$ cat config.mk
export PLATFORM = sky130hd
export DESIGN_NAME = rsa_modular_exponentiation_core
export DESIGN_NICKNAME = d
export VERILOG_FILES = /design/src/rme_pkg.sv /design/src/rsa_modular_exponentiation_core.sv /design/src/rme_modmul.sv
export SDC_FILE = /design/constraint.sdc
export NUM_CORES = 1
export LEC_CHECK = 0
export ABC_AREA = 1
export CORE_UTILIZATION = 40
export DETAILED_ROUTE_END_ITERATION = 10
export DONT_BUFFER_PORTS = 1
export PLACE_DENSITY = 0.51
export SYNTH_ARGS = -nofsm -noshare
export SYNTH_HDL_FRONTEND = slang
export SYNTH_SLANG_ARGS = --single-unit
$ cat constraint.sdc
create_clock -name clk -period 8.7 [get_ports clk]
set_input_delay 0.87 -clock clk [delete_from_list [all_inputs] [get_ports clk]]
set_output_delay 0.87 -clock clk [all_outputs]
set_load 0.05 [all_outputs]
$ cat src/rme_pkg.sv
// Shared constants and types for the modular exponentiation core.
// Used by rme_modmul and rsa_modular_exponentiation_core; no dependencies.
`timescale 1ns / 1ps

package rme_pkg;

  // Operand width: value, modulus and exponents are taken as their low WIDTH bits.
  localparam int WIDTH = 32;
  localparam int CNT_W = $clog2(WIDTH);

  // Fixed port widths.
  localparam int DATA_W = 32;
  localparam int CFG_IDX_W = 2;

  // Configuration register indexes.
  localparam logic [CFG_IDX_W-1:0] REG_MODULUS = 2'd0;
  localparam logic [CFG_IDX_W-1:0] REG_PUB_EXP = 2'd1;
  localparam logic [CFG_IDX_W-1:0] REG_PRIV_EXP = 2'd2;

  // Request into the shared modular multiplier.
  typedef struct packed {
    logic             start;
    logic [WIDTH-1:0] multiplier;  // scanned MSB first, may be unreduced
    logic [WIDTH-1:0] addend;      // must not exceed modulus
    logic [WIDTH-1:0] modulus;
  } mm_req_t;

  // Response from the shared modular multiplier.
  typedef struct packed {
    logic             done;
    logic [WIDTH-1:0] product;
  } mm_rsp_t;

endpackage

$ cat src/rsa_modular_exponentiation_core.sv
// Modular exponentiation core: result = value ** exponent mod modulus, with the
// exponent chosen by mode (0 public, 1 private). An item runs one base
// reduction and, per exponent bit, an optional multiply and a square, each a
// pass through the single shift-add modular multiplier. A zero modulus returns
// 0 without a multiplier pass. in_stall stays high from acceptance until the
// result beat has been taken. Configuration writes are always ready and must
// only be issued while the core is idle.
// Depends on rme_pkg and rme_modmul.
`timescale 1ns / 1ps

module rsa_modular_exponentiation_core (
  input  logic                              clk,
  input  logic                              rst_n,
  // input channel
  input  logic                              in_valid,
  output logic                              in_stall,
  input  logic                              in_mode,
  input  logic [rme_pkg::DATA_W-1:0]        in_value,
  // result channel
  output logic                              out_valid,
  input  logic                              out_stall,
  output logic [rme_pkg::DATA_W-1:0]        out_result,
  // configuration write channel
  input  logic                              cfg_valid,
  output logic                              cfg_ready,
  input  logic [rme_pkg::CFG_IDX_W-1:0]     cfg_index,
  input  logic [rme_pkg::DATA_W-1:0]        cfg_data
);

  typedef enum logic [2:0] {
    S_IDLE,
    S_RED,
    S_MUL,
    S_SQR,
    S_OUT
  } state_t;

  state_t                     state_r;
  logic                       go_r;
  logic [rme_pkg::WIDTH-1:0]  mod_cfg_r;
  logic [rme_pkg::WIDTH-1:0]  pub_r;
  logic [rme_pkg::WIDTH-1:0]  priv_r;
  logic [rme_pkg::WIDTH-1:0]  mod_r;
  logic [rme_pkg::WIDTH-1:0]  exp_r;
  logic [rme_pkg::WIDTH-1:0]  base_r;
  logic [rme_pkg::WIDTH-1:0]  acc_r;
  logic [rme_pkg::CNT_W-1:0]  bit_r;
  logic                       out_valid_r;
  logic [rme_pkg::DATA_W-1:0] out_result_r;

  rme_pkg::mm_req_t mm_req;
  rme_pkg::mm_rsp_t mm_rsp;

  assign cfg_ready  = 1'b1;
  assign in_stall   = (state_r != S_IDLE);
  assign out_valid  = out_valid_r;
  assign out_result = out_result_r;

  always_ff @(posedge clk) begin
    if (!rst_n) begin
      mod_cfg_r <= rme_pkg::WIDTH'(1);
      pub_r     <= rme_pkg::WIDTH'(1);
      priv_r    <= rme_pkg::WIDTH'(1);
    end else if (cfg_valid && cfg_ready) begin
      case (cfg_index)
        rme_pkg::REG_MODULUS:  mod_cfg_r <= rme_pkg::WIDTH'(cfg_data);
        rme_pkg::REG_PUB_EXP:  pub_r     <= rme_pkg::WIDTH'(cfg_data);
        rme_pkg::REG_PRIV_EXP: priv_r    <= rme_pkg::WIDTH'(cfg_data);
        default: ;
      endcase
    end
  end

  // Operand routing for the shared multiplier.
  always_comb begin
    mm_req.start   = go_r;
    mm_req.modulus = mod_r;
    case (state_r)
      S_RED: begin
        // base mod m as base * 1 mod m
        mm_req.multiplier = base_r;
        mm_req.addend     = rme_pkg::WIDTH'(1);
      end
      S_MUL: begin
        mm_req.multiplier = acc_r;
        mm_req.addend     = base_r;
      end
      default: begin
        mm_req.multiplier = base_r;
        mm_req.addend     = base_r;
      end
    endcase
  end

  rme_modmul u_modmul (
    .clk   (clk),
    .rst_n (rst_n),
    .req   (mm_req),
    .rsp   (mm_rsp)
  );

  always_ff @(posedge clk) begin
    if (!rst_n) begin
      state_r     <= S_IDLE;
      go_r        <= 1'b0;
      out_valid_r <= 1'b0;
      bit_r       <= '0;
    end else begin
      go_r <= 1'b0;
      case (state_r)
        S_IDLE: begin
          if (in_valid) begin
            mod_r  <= mod_cfg_r;
            exp_r  <= in_mode ? priv_r : pub_r;
            base_r <= rme_pkg::WIDTH'(in_value);
            acc_r  <= rme_pkg::WIDTH'(1);
            bit_r  <= '0;
            if (mod_cfg_r == '0) begin
              out_result_r <= '0;
              out_valid_r  <= 1'b1;
              state_r      <= S_OUT;
            end else begin
              go_r    <= 1'b1;
              state_r <= S_RED;
            end
          end
        end
        S_RED: begin
          if (mm_rsp.done) begin
            base_r  <= mm_rsp.product;
            go_r    <= 1'b1;
            state_r <= exp_r[0] ? S_MUL : S_SQR;
          end
        end
        S_MUL: begin
          if (mm_rsp.done) begin
            acc_r   <= mm_rsp.product;
            go_r    <= 1'b1;
            state_r <= S_SQR;
          end
        end
        S_SQR: begin
          if (mm_rsp.done) begin
            base_r <= mm_rsp.product;
            exp_r  <= exp_r >> 1;
            bit_r  <= bit_r + 1'b1;
            if (bit_r == rme_pkg::CNT_W'(rme_pkg::WIDTH - 1)) begin
              out_result_r <= rme_pkg::DATA_W'(acc_r);
              out_valid_r  <= 1'b1;
              state_r      <= S_OUT;
            end else begin
              go_r    <= 1'b1;
              state_r <= exp_r[1] ? S_MUL : S_SQR;
            end
          end
        end
        S_OUT: begin
          if (!out_stall) begin
            out_valid_r <= 1'b0;
            state_r     <= S_IDLE;
          end
        end
        default: state_r <= S_IDLE;
      endcase
    end
  end

endmodule

$ cat src/rme_modmul.sv
// Shift-add modular multiplier: product = multiplier * addend mod modulus.
// One multiplier bit per cycle, WIDTH bits per product. Depends on rme_pkg.
`timescale 1ns / 1ps

module rme_modmul (
  input  logic            clk,
  input  logic            rst_n,
  input  rme_pkg::mm_req_t req,
  output rme_pkg::mm_rsp_t rsp
);

  typedef enum logic {
    S_IDLE,
    S_RUN
  } state_t;

  state_t                     state_r;
  logic [rme_pkg::WIDTH-1:0]  mult_r;
  logic [rme_pkg::WIDTH-1:0]  addend_r;
  logic [rme_pkg::WIDTH-1:0]  mod_r;
  logic [rme_pkg::WIDTH-1:0]  rem_r;
  logic [rme_pkg::WIDTH-1:0]  rem_nxt;
  logic [rme_pkg::CNT_W-1:0]  cnt_r;
  logic                       done_r;

  logic [rme_pkg::WIDTH+1:0]  sum;
  logic [rme_pkg::WIDTH+1:0]  mod1;
  logic [rme_pkg::WIDTH+1:0]  mod2;

  // rem < mod and addend <= mod, so 2*rem + addend < 3*mod: one of two subtracts.
  always_comb begin
    mod1 = {2'b00, mod_r};
    mod2 = {1'b0, mod_r, 1'b0};
    sum  = {1'b0, rem_r, 1'b0} +
           (mult_r[rme_pkg::WIDTH-1] ? {2'b00, addend_r} : '0);
    if (sum >= mod2) begin
      rem_nxt = rme_pkg::WIDTH'(sum - mod2);
    end else if (sum >= mod1) begin
      rem_nxt = rme_pkg::WIDTH'(sum - mod1);
    end else begin
      rem_nxt = rme_pkg::WIDTH'(sum);
    end
  end

  always_ff @(posedge clk) begin
    if (!rst_n) begin
      state_r <= S_IDLE;
      done_r  <= 1'b0;
      cnt_r   <= '0;
    end else begin
      done_r <= 1'b0;
      case (state_r)
        S_IDLE: begin
          if (req.start) begin
            mult_r   <= req.multiplier;
            addend_r <= req.addend;
            mod_r    <= req.modulus;
            rem_r    <= '0;
            cnt_r    <= rme_pkg::CNT_W'(rme_pkg::WIDTH - 1);
            state_r  <= S_RUN;
          end
        end
        S_RUN: begin
          rem_r  <= rem_nxt;
          mult_r <= mult_r << 1;
          cnt_r  <= cnt_r - 1'b1;
          if (cnt_r == '0) begin
            done_r  <= 1'b1;
            state_r <= S_IDLE;
          end
        end
        default: state_r <= S_IDLE;
      endcase
    end
  end

  assign rsp.done    = done_r;
  assign rsp.product = rem_r;

endmodule

==> summary.txt <==
final setup skew -> 0.0221 ns
number of global-route vias before repair -> 18500
routability cong. -> 1.00
Mapped Area -> 22900 sq um
drt first-iter violations -> 1114
RSZ-0062 raised after global routing -> false
critical path type -> register to register
Util after Layout -> 44.6%
Clock Sinks -> 401
die width -> 241 microns
worst skew pair latency -> 0.59 ns
core area -> 56500 sq um
antenna violations before repair -> 0
Finished Layout Cells -> 3693
IO Pins -> 107
synthesized flop and latch total -> 401
All-Layer GR Usage -> 25.0%
fin crit period -> 5.74 ns
final setup fails -> 0
Yosys warning count -> 0
layout cells sized above 1 -> 4.97%
initial core utilization -> 40.6%
Post-synth EDFFs -> 288
post-CTS sizing -> 0
Slew HR -> 15.5%
register area share after synthesis -> 47.6%
Worst Max-Slew Pin Slew -> 1.27 ns
largest net degree at the start of global routing -> 104
status -> completed
VDD IR max -> 0.164 mV
Final Hold Viols -> 0
area leader, netlist -> edfxtp_1
worst path required time -> 9.03 ns
most frequent cell after synthesis -> nand2_1
Num CTS Buffers -> 45
final antenna diode count -> 0
Max clock buf depth -> 3
final HPWL from detailed placement -> 56300 microns
CP max-delay cell -> a21boi_4
Port Buf Inserts -> 0
syn_nets -> 3107
unique cell type count in the Yosys netlist -> 49
first-pass GRT wire length -> 110000 microns
ys flop type -> edfxtp_1
Yosys top cell area share -> 37.7%
drt drc -> 0
fmax -> 174 MHz
total wire length -> 72100 microns
Syn Area/Cell -> 7.82 sq um
Tcrit/Tclk final -> 66.0%
area grow syn2layout -> 9.82%
Min-Delay Path Class -> input port to register
CTS tree -> done
Vias/cell -> 5.05
Post-Route Setup TNS -> 0 ns
placed cells -> 3610
setup bufs post-CTS -> 0
# nets final -> 3075
PwrDens -> 314 nW/um^2
DR WL/cell -> 19.5 microns
Die Y -> 241 microns
Total Power -> 7910 uW
gr ovfl total -> 0
Slew Limit Fails -> 0
Clk Tree Root Cell -> clkbuf_16
num rows -> 87
Most Frequent Cell on Critical Path -> nand2_1
DR pass1 iterations -> 8
commonest cells in the netlist -> nand2_1, inv_1, nor2_1, edfxtp_1, o21ai_0
worst path arrival time -> 6.06 ns
CTS Hold Bufs -> 0
H-tree depth -> 2
clk slew on worst S/H paths -> 0.06 ns
via count -> 18700
Post-Syn Instances -> 2933
critical path endpoint category -> register
CP Launch Type -> register
Hold Slack -> 0.392 ns
Critical Path Max Stage Delay -> 0.72 ns
final antenna-violating net count -> 0
Die ar. -> 58300 sq um
synth top area cells -> edfxtp_1, nand2_1, dfxtp_1
maximum fanout along the worst path -> 33
# fillers -> 5725
max-cap violation count -> 0
Pleak -> 0.0113 uW
ys async rst share -> 0%
worst paths after layout:
kind                  startpoint            endpoint  slack [ns]  depth (start not counted)
min reg2reg             mod_r[4]   u_modmul.mod_r[4]        0.41                          0
max reg2reg  u_modmul.mult_r[31]  u_modmul.rem_r[11]        2.96                         29
max          u_modmul.mult_r[31]  u_modmul.rem_r[11]        2.96                         29
min                        rst_n            pub_r[0]        0.39                          1
layout by cell type, fill, tap and decap left out, types with 4 or more instances in the layout:
| cell type | n |
|---|---|
| a21oi_1 | 158 |
| and2_1 | 4 |
| buf_4 | 18 |
| bufinv_16 | 6 |
| clkbuf_1 | 5 |
| clkbuf_16 | 45 |
| clkinv_1 | 8 |
| clkinv_2 | 12 |
| dfxtp_1 | 112 |
| edfxtp_1 | 288 |
| ha_1 | 99 |
| inv_1 | 441 |
| inv_2 | 5 |
| nand2_1 | 749 |
| nand2_2 | 17 |
| nand3_1 | 122 |
| nand3b_1 | 4 |
| nand4_1 | 24 |
| nor2_1 | 331 |
| nor2_2 | 7 |
| nor2_4 | 8 |
| nor3_1 | 27 |
| nor4_1 | 11 |
| o211ai_1 | 5 |
| o21a_1 | 5 |
| o21ai_0 | 283 |
| o21bai_1 | 29 |
| or2_2 | 4 |
| xnor2_1 | 25 |
| xor2_1 | 39 |
worst max-delay path: cells and delay by family, from the launching register on:
family                   cells  cell delay, ns
AND/OR/NAND/NOR             16            1.65
XOR/XNOR                     1            0.56
AO/OA/AOI/OAI                3            1.21
buffers and inverters        6            0.67
adder cells (fa/ha/maj)      3            0.98
flip-flops                   1            0.32
where the power goes:
group | switching, uW | leakage (uW) | internal [uW]
registers | 171 | 0.00362 | 2430
logic | 2410 | 0.00689 | 945
clock network | 798 | 0.000751 | 1150
total | 3380 | 0.0113 | 4530
layout make-up:
type,count,area (sq um),share of cell area (%)
flip-flops and latches,401,10900,43.3
multi-input cells,1986,9980,39.6
inverters,449,1690,6.69
clock buffers,52,1170,4.66
well taps,756,946,3.76
clock inverters,31,353,1.40
repair buffers,18,135,0.537
per-layer routing:
layer	routed length, microns	global-route usage [%]	up-vias	part of all wire, %
li1	-	-	9423	-
met2	36200	44.9	379	50
met3	2810	3.24	106	3.9
met1	30500	30.6	8757	42
met5	0	0	-	0
met4	2540	9.13	0	3.5
registers in the layout, summed over array words and instances (netlist names), 3 cells and up:
name               cells
state_r                3
exp_r                 32
u_modmul.addend_r     32
acc_r                 32
u_modmul.rem_r        32
base_r                32
u_modmul.mult_r       32
u_modmul.cnt_r         5
pub_r                 32
bit_r                  5
mod_cfg_r             32
u_modmul.mod_r        32
mod_r                 32
out_result            32
priv_r                32
metrics by stage:
step | setup WS, ns | cell area [sq um]
2_1_floorplan | 3.86 | 22900
4_1_cts | 2.84 | 25200
3_3_place_gp | 2.88 | 23700
6_report | 2.96 | 25200
5_1_grt | 2.32 | 25200
3_5_place_dp | 2.89 | 23700
cell families (layout without fill, tap and decap cells):
group / count (synthesis) / in the layout / share of synthesized area, %
AO/OA/AOI/OAI: 500 / 500 / 11.6
XOR/XNOR: 64 / 64 / 2.44
adder cells (fa/ha/maj): 102 / 102 / 5.66
buffers and inverters: 546 / 550 / 9.17
flip-flops: 401 / 401 / 47.6
other: 1 / 1 / 0.0164
AND/OR/NAND/NOR: 1319 / 1319 / 23.5
No activity file was read; power rests on OpenSTA's default activity.
